===== src/sv/rvd_pkg.sv =====
// Package for the RV64I-subset instruction decoder.
// Holds opcode, mnemonic and operand-layout codes and the decoded-request struct.
// No dependencies.
package rvd_pkg;

	localparam logic [6:0] OP_LUI   = 7'd55;
	localparam logic [6:0] OP_JAL   = 7'd111;
	localparam logic [6:0] OP_JALR  = 7'd103;
	localparam logic [6:0] OP_LOAD  = 7'd3;
	localparam logic [6:0] OP_STORE = 7'd35;
	localparam logic [6:0] OP_REG   = 7'd51;
	localparam logic [6:0] OP_IMMW  = 7'd27;
	localparam logic [6:0] OP_IMM   = 7'd19;

	localparam logic [6:0] F7_BASE = 7'd0;
	localparam logic [6:0] F7_ALT  = 7'd32;
	localparam logic [5:0] F6_BASE = 6'd0;
	localparam logic [5:0] F6_ALT  = 6'd16;

	localparam logic [4:0] MN_INVALID = 5'd0;
	localparam logic [4:0] MN_ADD     = 5'd1;
	localparam logic [4:0] MN_SUB     = 5'd2;
	localparam logic [4:0] MN_SLL     = 5'd3;
	localparam logic [4:0] MN_XOR     = 5'd4;
	localparam logic [4:0] MN_SRL     = 5'd5;
	localparam logic [4:0] MN_SRA     = 5'd6;
	localparam logic [4:0] MN_OR      = 5'd7;
	localparam logic [4:0] MN_AND     = 5'd8;
	localparam logic [4:0] MN_LUI     = 5'd9;
	localparam logic [4:0] MN_JAL     = 5'd10;
	localparam logic [4:0] MN_JALR    = 5'd11;
	localparam logic [4:0] MN_LB      = 5'd12;
	localparam logic [4:0] MN_LH      = 5'd13;
	localparam logic [4:0] MN_LW      = 5'd14;
	localparam logic [4:0] MN_SB      = 5'd15;
	localparam logic [4:0] MN_SH      = 5'd16;
	localparam logic [4:0] MN_SW      = 5'd17;
	localparam logic [4:0] MN_ADDI    = 5'd18;
	localparam logic [4:0] MN_XORI    = 5'd19;
	localparam logic [4:0] MN_ORI     = 5'd20;
	localparam logic [4:0] MN_ANDI    = 5'd21;
	localparam logic [4:0] MN_LWU     = 5'd22;
	localparam logic [4:0] MN_LD      = 5'd23;
	localparam logic [4:0] MN_SD      = 5'd24;
	localparam logic [4:0] MN_SLLI    = 5'd25;
	localparam logic [4:0] MN_SRLI    = 5'd26;
	localparam logic [4:0] MN_SLLIW   = 5'd27;
	localparam logic [4:0] MN_SRLIW   = 5'd28;
	localparam logic [4:0] MN_SRAIW   = 5'd29;
	localparam logic [4:0] MN_SRAI    = 5'd30;

	localparam logic [2:0] LAY_NONE  = 3'd0;
	localparam logic [2:0] LAY_RR    = 3'd1;
	localparam logic [2:0] LAY_RI    = 3'd2;
	localparam logic [2:0] LAY_LOAD  = 3'd3;
	localparam logic [2:0] LAY_STORE = 3'd4;
	localparam logic [2:0] LAY_UPPER = 3'd5;
	localparam logic [2:0] LAY_JUMP  = 3'd6;
	localparam logic [2:0] LAY_SHIFT = 3'd7;

	typedef struct packed {
		logic [4:0]  mnemonic;
		logic [2:0]  layout;
		logic [4:0]  rd;
		logic [4:0]  rs1;
		logic [4:0]  rs2;
		logic [31:0] imm;
		logic [5:0]  shamt;
	} dec_t;

endpackage


===== src/sv/rv64i_subset_instruction_decoder.sv =====
// RV64I-subset instruction decoder, top level.
// Depends on rvd_pkg and rvd_decode.
//
// Usage:
//   Request channel: drive instr_word and raise start. A request is taken at
//   each rising edge where start is high and busy is low. busy is held low,
//   so a new instruction word may be presented in every cycle.
//   Result channel: done pulses for one cycle with mnemonic_code,
//   operand_layout, dest_reg, src1_reg, src2_reg, immediate and
//   shift_amount valid. Results are not held; the receiver has to take them
//   in that cycle and cannot stall the block.
// Pipeline: an accepted word goes into the input register, then through the
//   decode logic into the result register that drives the outputs.
// Throughput: one instruction per cycle, set by the single decode stage.
// Reset: arst_n low clears the valid flags of both stages; no result is
//   reported until a new request is taken. Payload registers are not reset.
module rv64i_subset_instruction_decoder (
	input  logic               clk,
	input  logic               arst_n,
	input  logic               start,
	output logic               busy,
	input  logic [31:0]        instr_word,
	output logic               done,
	output logic [4:0]         mnemonic_code,
	output logic [2:0]         operand_layout,
	output logic [4:0]         dest_reg,
	output logic [4:0]         src1_reg,
	output logic [4:0]         src2_reg,
	output logic signed [31:0] immediate,
	output logic [5:0]         shift_amount
);
	import rvd_pkg::*;

	logic        vld_s1;
	logic [31:0] instr_s1;
	dec_t        dec;
	logic        vld_s2;
	dec_t        res_s2;

	assign busy = 1'b0;

	always_ff @(posedge clk or negedge arst_n) begin
		if (!arst_n) begin
			vld_s1 <= 1'b0;
			vld_s2 <= 1'b0;
		end else begin
			vld_s1 <= start && !busy;
			vld_s2 <= vld_s1;
		end
	end

	always_ff @(posedge clk) begin
		if (start && !busy) begin
			instr_s1 <= instr_word;
		end
		if (vld_s1) begin
			res_s2 <= dec;
		end
	end

	rvd_decode u_decode (
		.instr_word (instr_s1),
		.dec        (dec)
	);

	assign done           = vld_s2;
	assign mnemonic_code  = res_s2.mnemonic;
	assign operand_layout = res_s2.layout;
	assign dest_reg       = res_s2.rd;
	assign src1_reg       = res_s2.rs1;
	assign src2_reg       = res_s2.rs2;
	assign immediate      = res_s2.imm;
	assign shift_amount   = res_s2.shamt;

endmodule


===== src/sv/rvd_decode.sv =====
// Combinational decode of one RV64I-subset instruction word.
// Depends on rvd_pkg for codes and the dec_t struct.
module rvd_decode (
	input  logic [31:0]  instr_word,
	output rvd_pkg::dec_t dec
);
	import rvd_pkg::*;

	logic [6:0]  opc;
	logic [2:0]  f3;
	logic [6:0]  f7;
	logic [5:0]  f6;
	logic [31:0] imm_i;
	logic [31:0] imm_s;
	logic [31:0] imm_j;
	logic [31:0] imm_u;
	logic [4:0]  code;
	logic [2:0]  lay;
	logic [31:0] imm;
	logic [5:0]  sh;

	assign opc   = instr_word[6:0];
	assign f3    = instr_word[14:12];
	assign f7    = instr_word[31:25];
	assign f6    = instr_word[31:26];
	assign imm_i = {{20{instr_word[31]}}, instr_word[31:20]};
	assign imm_s = {{20{instr_word[31]}}, instr_word[31:25], instr_word[11:7]};
	assign imm_j = {{12{instr_word[31]}}, instr_word[19:12], instr_word[20],
		instr_word[30:21], 1'b0};
	assign imm_u = {instr_word[31:12], 12'd0};

	always_comb begin
		code = MN_INVALID;
		lay  = LAY_NONE;
		imm  = '0;
		sh   = '0;
		unique case (opc)
			OP_REG: begin
				if (f7 == F7_BASE) begin
					unique case (f3)
						3'd0: code = MN_ADD;
						3'd1: code = MN_SLL;
						3'd4: code = MN_XOR;
						3'd5: code = MN_SRL;
						3'd6: code = MN_OR;
						3'd7: code = MN_AND;
						default: code = MN_INVALID;
					endcase
				end else if (f7 == F7_ALT) begin
					if (f3 == 3'd0) begin
						code = MN_SUB;
					end else if (f3 == 3'd5) begin
						code = MN_SRA;
					end
				end
				if (code != MN_INVALID) begin
					lay = LAY_RR;
				end
			end
			OP_LUI: begin
				code = MN_LUI;
				lay  = LAY_UPPER;
				imm  = imm_u;
			end
			OP_JAL: begin
				code = MN_JAL;
				lay  = LAY_JUMP;
				imm  = imm_j;
			end
			OP_JALR: begin
				code = MN_JALR;
				lay  = LAY_RI;
				imm  = imm_i;
			end
			OP_LOAD: begin
				unique case (f3)
					3'd0: code = MN_LB;
					3'd1: code = MN_LH;
					3'd2: code = MN_LW;
					3'd3: code = MN_LD;
					3'd6: code = MN_LWU;
					default: code = MN_INVALID;
				endcase
				if (code != MN_INVALID) begin
					lay = LAY_LOAD;
					imm = imm_i;
				end
			end
			OP_STORE: begin
				unique case (f3)
					3'd0: code = MN_SB;
					3'd1: code = MN_SH;
					3'd2: code = MN_SW;
					3'd3: code = MN_SD;
					default: code = MN_INVALID;
				endcase
				if (code != MN_INVALID) begin
					lay = LAY_STORE;
					imm = imm_s;
				end
			end
			OP_IMM: begin
				unique case (f3)
					3'd0: begin
						code = MN_ADDI;
						lay  = LAY_RI;
						imm  = imm_i;
					end
					3'd4: begin
						code = MN_XORI;
						lay  = LAY_RI;
						imm  = imm_i;
					end
					3'd6: begin
						code = MN_ORI;
						lay  = LAY_RI;
						imm  = imm_i;
					end
					3'd7: begin
						code = MN_ANDI;
						lay  = LAY_RI;
						imm  = imm_i;
					end
					3'd1: begin
						if (f6 == F6_BASE) begin
							code = MN_SLLI;
						end
					end
					3'd5: begin
						if (f6 == F6_BASE) begin
							code = MN_SRLI;
						end else if (f6 == F6_ALT) begin
							code = MN_SRAI;
						end
					end
					default: code = MN_INVALID;
				endcase
				if (code == MN_SLLI || code == MN_SRLI || code == MN_SRAI) begin
					lay = LAY_SHIFT;
					sh  = instr_word[25:20];
				end
			end
			OP_IMMW: begin
				if (f3 == 3'd1 && f7 == F7_BASE) begin
					code = MN_SLLIW;
				end else if (f3 == 3'd5 && f7 == F7_BASE) begin
					code = MN_SRLIW;
				end else if (f3 == 3'd5 && f7 == F7_ALT) begin
					code = MN_SRAIW;
				end
				if (code != MN_INVALID) begin
					lay = LAY_SHIFT;
					sh  = instr_word[25:20];
				end
			end
			default: begin
				code = MN_INVALID;
			end
		endcase
	end

	assign dec.mnemonic = code;
	assign dec.layout   = lay;
	assign dec.rd       = instr_word[11:7];
	assign dec.rs1      = instr_word[19:15];
	assign dec.rs2      = instr_word[24:20];
	assign dec.imm      = imm;
	assign dec.shamt    = sh;

endmodule


===== config.mk =====
export PLATFORM = sky130hd
export DESIGN_NAME = rv64i_subset_instruction_decoder
export DESIGN_NICKNAME = d
export VERILOG_FILES = /design/src/sv/rvd_pkg.sv /design/src/sv/rv64i_subset_instruction_decoder.sv /design/src/sv/rvd_decode.sv
export SDC_FILE = /design/constraint.sdc
export NUM_CORES = 1
export LEC_CHECK = 0
export BUFFER_PORTS_ARGS = -buffer_cell sky130_fd_sc_hd__buf_4
export CAP_MARGIN = 20
export CORE_MARGIN = 5
export CORE_UTILIZATION = 45
export CTS_CLUSTER_DIAMETER = 50
export DETAILED_ROUTE_END_ITERATION = 6
export GPL_TIMING_DRIVEN = 0
export HOLD_SLACK_MARGIN = 0.1
export PLACE_DENSITY = 0.69
export REMOVE_ABC_BUFFERS = 1
export SETUP_SLACK_MARGIN = 0.02
export SKIP_CTS_REPAIR_TIMING = 1
export SLEW_MARGIN = 20
export SYNTH_ARGS = -nofsm -noshare
export SYNTH_HDL_FRONTEND = slang
export SYNTH_SLANG_ARGS = --single-unit

===== constraint.sdc =====
create_clock -name clk -period 2.8 [get_ports clk]
set_input_delay 0.28 -clock clk [delete_from_list [all_inputs] [get_ports clk]]
set_output_delay 0.28 -clock clk [all_outputs]
set_load 0.05 [all_outputs]

* Yosys cells after proc, flatten, opt, wreduce, memory -nomap -nowiden
Index checks and enable logic that the tools add are counted.
** Storage, ports and cells
- Bits in registers :: 95
- Bits in latches :: 0
- RAM bits :: 0
- ROM bits :: 0
- Input bits :: 35
- Output and inout bits :: 63
- Word-level logic and storage cells :: 77
- Memories :: 0
** Operators by class
- Add/subtract/negate cells :: 0
- $mul :: 0
- Div/mod/pow operators :: 0
- Order comparisons :: 0
- Eq/ne operators :: 20
- Shift operators :: 0
- Mux-type cells :: 34
- Bitwise operators :: 0
- Reductions and logical operators :: 13
** Operators with widths (count)
- $pmux W32 S6 :: 1
- $mux W32 :: 3
- $mux W5 :: 14
- $pmux W5 S8 :: 1
- $pmux W5 S6 :: 1
- $eq A7 B6 Y1 const B :: 4
- $pmux W5 S5 :: 1
- $pmux W3 S8 :: 1
- $pmux W4 S6 :: 1
- $pmux W5 S4 :: 1
- $reduce_bool A5 Y1 :: 4
- $eq A5 B5 Y1 const B :: 3
- $eq A7 B5 Y1 const B :: 2
- $eq A7 B7 Y1 const B :: 2
- $eq A3 B3 Y1 const B :: 4
- $mux W3 :: 4
- $mux W6 :: 2
- $pmux W6 S2 :: 1
- $eq A7 B2 Y1 const B :: 1
- $logic_not A7 Y1 :: 1
- $eq A3 B2 Y1 const B :: 2
- $eq A6 B5 Y1 const B :: 1
- $logic_not A6 Y1 :: 1
- $mux W2 :: 2
- other kinds (6) :: 9

* Logic depth before layout (Yosys ltp)
- Depth after elaboration :: 10
- Mapped depth :: 7
- Depth with buffers taken out :: 5

* By module
A second synthesis with hierarchy kept.
** Second synthesis, totals
- Cells, all modules :: 275
- Area total of the unflattened synthesis :: 3978.8 um^2
** Modules (own cells, without submodules)
- rv64i_subset_instruction_decoder :: instances 1, cells each 97, area each 2854.0 um^2, sequential area each 2842.7 um^2
- rvd_decode :: instances 1, cells each 178, area each 1124.8 um^2, sequential area each 0.0 um^2

* Least setup slack after synthesis
No wires, ideal clock.
- Kind :: register -> register
- From :: register vld_s1
- To :: register res_s2 (netlist bit dest_reg[0]), enable pin
- Setup time :: 419 ps
- Arrival :: 1538 ps
- Required time :: 2381 ps
- Path slack :: 844 ps
- Stages on the path, launching flop included :: 1
- Buffers on the path :: 0
- Clock period less this slack :: 1956 ps
- Path through :: dfrtp_1
** RTL lines
- start: declaration :: line rv64i_subset_instruction_decoder.sv:34 : logic vld_s1;
- start signal: assignment :: line rv64i_subset_instruction_decoder.sv:47 : vld_s1 <= start && !busy;
- end signal: assignment :: line rv64i_subset_instruction_decoder.sv:57 : res_s2 <= dec;
- end: declaration :: line rv64i_subset_instruction_decoder.sv:38 : dec_t res_s2;
No word-level cell between the ends.

==> impl_metrics.ini <==
[cells_and_area]
syn_to_final_growth_pct = 30.9
antenna_cells = 0
drive_gt1_share_pct = 31.9
fin_area_sq_um = 5140
final_cell_mix = 96 x buf_4, 93 x edfxtp_1, 25 x dlygate4sd3_1
fin_nets = 416
fin_cells = 494
final_common_cell = buf_4

[synthesis]
synth_area_leaders = edfxtp_1 71%, a21o_1 3.6%, nor2_1 2.0%, a21oi_1 1.3%, dfrtp_1 1.3%
synth_top_flop_cell = edfxtp_1
synth_area_leader_cell = edfxtp_1
ys_types = 57
seq_area_frac_synth_pct = 72.3
syn-instance-count = 265
netlist_area_sq_um = 3930
ys_async_sr_fraction_pct = 2.11
ys_seq_elements = 95
synth_edf_count = 93
synth_top_area_share_pct = 71.1
synth_area_per_cell_sq_um = 14.8
ys_warn_count = 0

[sta]
min_period_ps = 2420
finalClockSkew_ps = 14.3
tightest_slew_ps = 917
setup_viol = 0
tns_ps = 0
fmaxAchievable_mhz = 413
period_share_pct = 86.5
final_hold_viol_count = 0
holdWs_ps = 115
rsz0062_at_grt = false
report.final.slew_viol_count = 0
max_slew_margin_pct = 38.6

[global_routing]
antenna_found_initial = 0
grt_max_degree = 63
grt_pass1_wl_um = 12700
grt_pass1_vias = 2429
globalRouteOverflowTotal = 0
grt_usage_pct = 15.8

[setup_path]
worstSetupStartpointType = flop
path_class = flop to flop
end_kind = flop
crit_fanout = 16
reg2reg_slack_ps = 380
required_ps = 2970
critPathArrivalTime_ps = 2590

[detailed_routing]
wl_per_cell_um = 17.1
vias = 2580
drt_first_pass_iters = 4
wirelength_um = 8450
drc = 0
drtAntennaViolNets = 0
via_per_inst = 5.22
drt_iter0_drc = 177

[place]
portBuffers = 96
gp_congestion = 0.862
place_hpwl_um = 5700
placed_area_sq_um = 4700
dp.cells = 453

[power]
p_seq_share_pct = 56.4
power_density_nw_per_um2 = 609
p_leak_uw = 0.00205
peakVddDrop_v = 0.000328
p_switching_uw = 873
switching_share_pct = 27.9
p_clk_share_pct = 28.1
power_frac_comb_pct = 15.5
internal-power_uw = 2260

[floorplanning]
fp.dieH_um = 103
die_area_sq_um = 10700
dieWidth_um = 103
core_sq_um = 8640
io-pin-count = 98
rows = 34
initial_core_util_pct = 45.5

[cts]
tritoncts.num_buffers = 9
cts-root-buf = clkbuf_8
clk_latency_ps = 350
cts_tree = yes
clock_sinks = 95
cts.clk_slew.worst_paths_ps = 90
ctsHtreeMaxLevel = 3
clockBufferDepth = 2

[min_path]
hp-class = input pin to flop

[run]
max-cap-violations = 0

[run_status]
outcome = completed
==> per-stage QoR <==
stage	power [uW]	setup WS (ps)	util (%)
2_1_floorplan	2070	844	-
6_report	3130	379	59.5
4_1_cts	3130	392	56.7
3_5_place_dp	2260	428	54.4
3_3_place_gp	2250	382	54.3
5_1_grt	3260	213	59.5
==> critical path, cell delays in order (launching register included) <==
cell and delay (ps):
edfxtp_1 720, nand4_1 360, nor2_1 790, a41oi_1 180, o2111ai_1 200
==> final cells by class <==
cell class / instances / area, sq um
Fill cell: 696 / 3490
Sequential cell: 95 / 2850
Multi-Input combinational cell: 152 / 986
Timing Repair Buffer: 121 / 971
Tap cell: 108 / 135
Clock buffer: 10 / 128
Clock inverter: 6 / 68.8
Inverter: 2 / 7.51
==> power by group through the flow <==
stage	Combinational, uW	Clock, uW	Sequential (uW)
floorplan	77.0	0	2000
global placement	456	0	1800
detailed placement	459	0	1800
CTS	459	904	1770
global route	509	968	1780
finish	484	881	1770
==> cells in the mapped netlist, types with 3 or more instances <==
| cell type | instances |
|---|---|
| nand3_1 | 6 |
| edfxtp_1 | 93 |
| a21o_1 | 19 |
| nor4_1 | 3 |
| and2_1 | 7 |
| xor2_1 | 3 |
| nand2_1 | 8 |
| nor2b_1 | 8 |
| a22o_1 | 5 |
| nor2_1 | 21 |
| o211ai_1 | 3 |
| a21oi_1 | 10 |
| a31oi_1 | 3 |
| nand2b_1 | 8 |
| buf_4 | 3 |
| buf_2 | 5 |
| nor3_1 | 7 |
| o21ai_0 | 4 |
| clkbuf_1 | 4 |
==> per-layer routing <==
layer | wire (um) | part of all wire (%) | vias to the layer above | global-route usage (%)
li1 | - | - | 1252 | -
met3 | 744 | 8.8 | 15 | 3.35
met1 | 3450 | 41 | 1201 | 22.1
met2 | 4110 | 49 | 112 | 24.8
met5 | 0 | 0 | - | 0
met4 | 138 | 1.6 | 0 | 5.28
==> final timing paths <==
path	endpoint	depth (start not counted)	start
worst max-delay path	mnemonic_code[3]	4	instr_s1[5]
worst min-delay path	instr_s1[25]	1	instr_word[25]
worst max register to register	mnemonic_code[3]	4	instr_s1[5]
worst min register to register	src1_reg[3]	0	instr_s1[18]
max in group asynchronous	vld_s1	2	arst_n
min in group asynchronous	vld_s1	2	arst_n
==> logic make-up (layout without fill, tap and decap cells) <==
logic type	after synthesis	in the layout	share of synthesized area [%]
and+or+nand+nor	85	85	12.6
other	1	1	0.0954
AOI/OAI and AO/OA	63	63	11.7
DFF	95	95	72.3
buffers and inverters	18	139	2.58
xor gates and xnor gates	3	3	0.669
No activity file was read; power rests on OpenSTA's default activity.
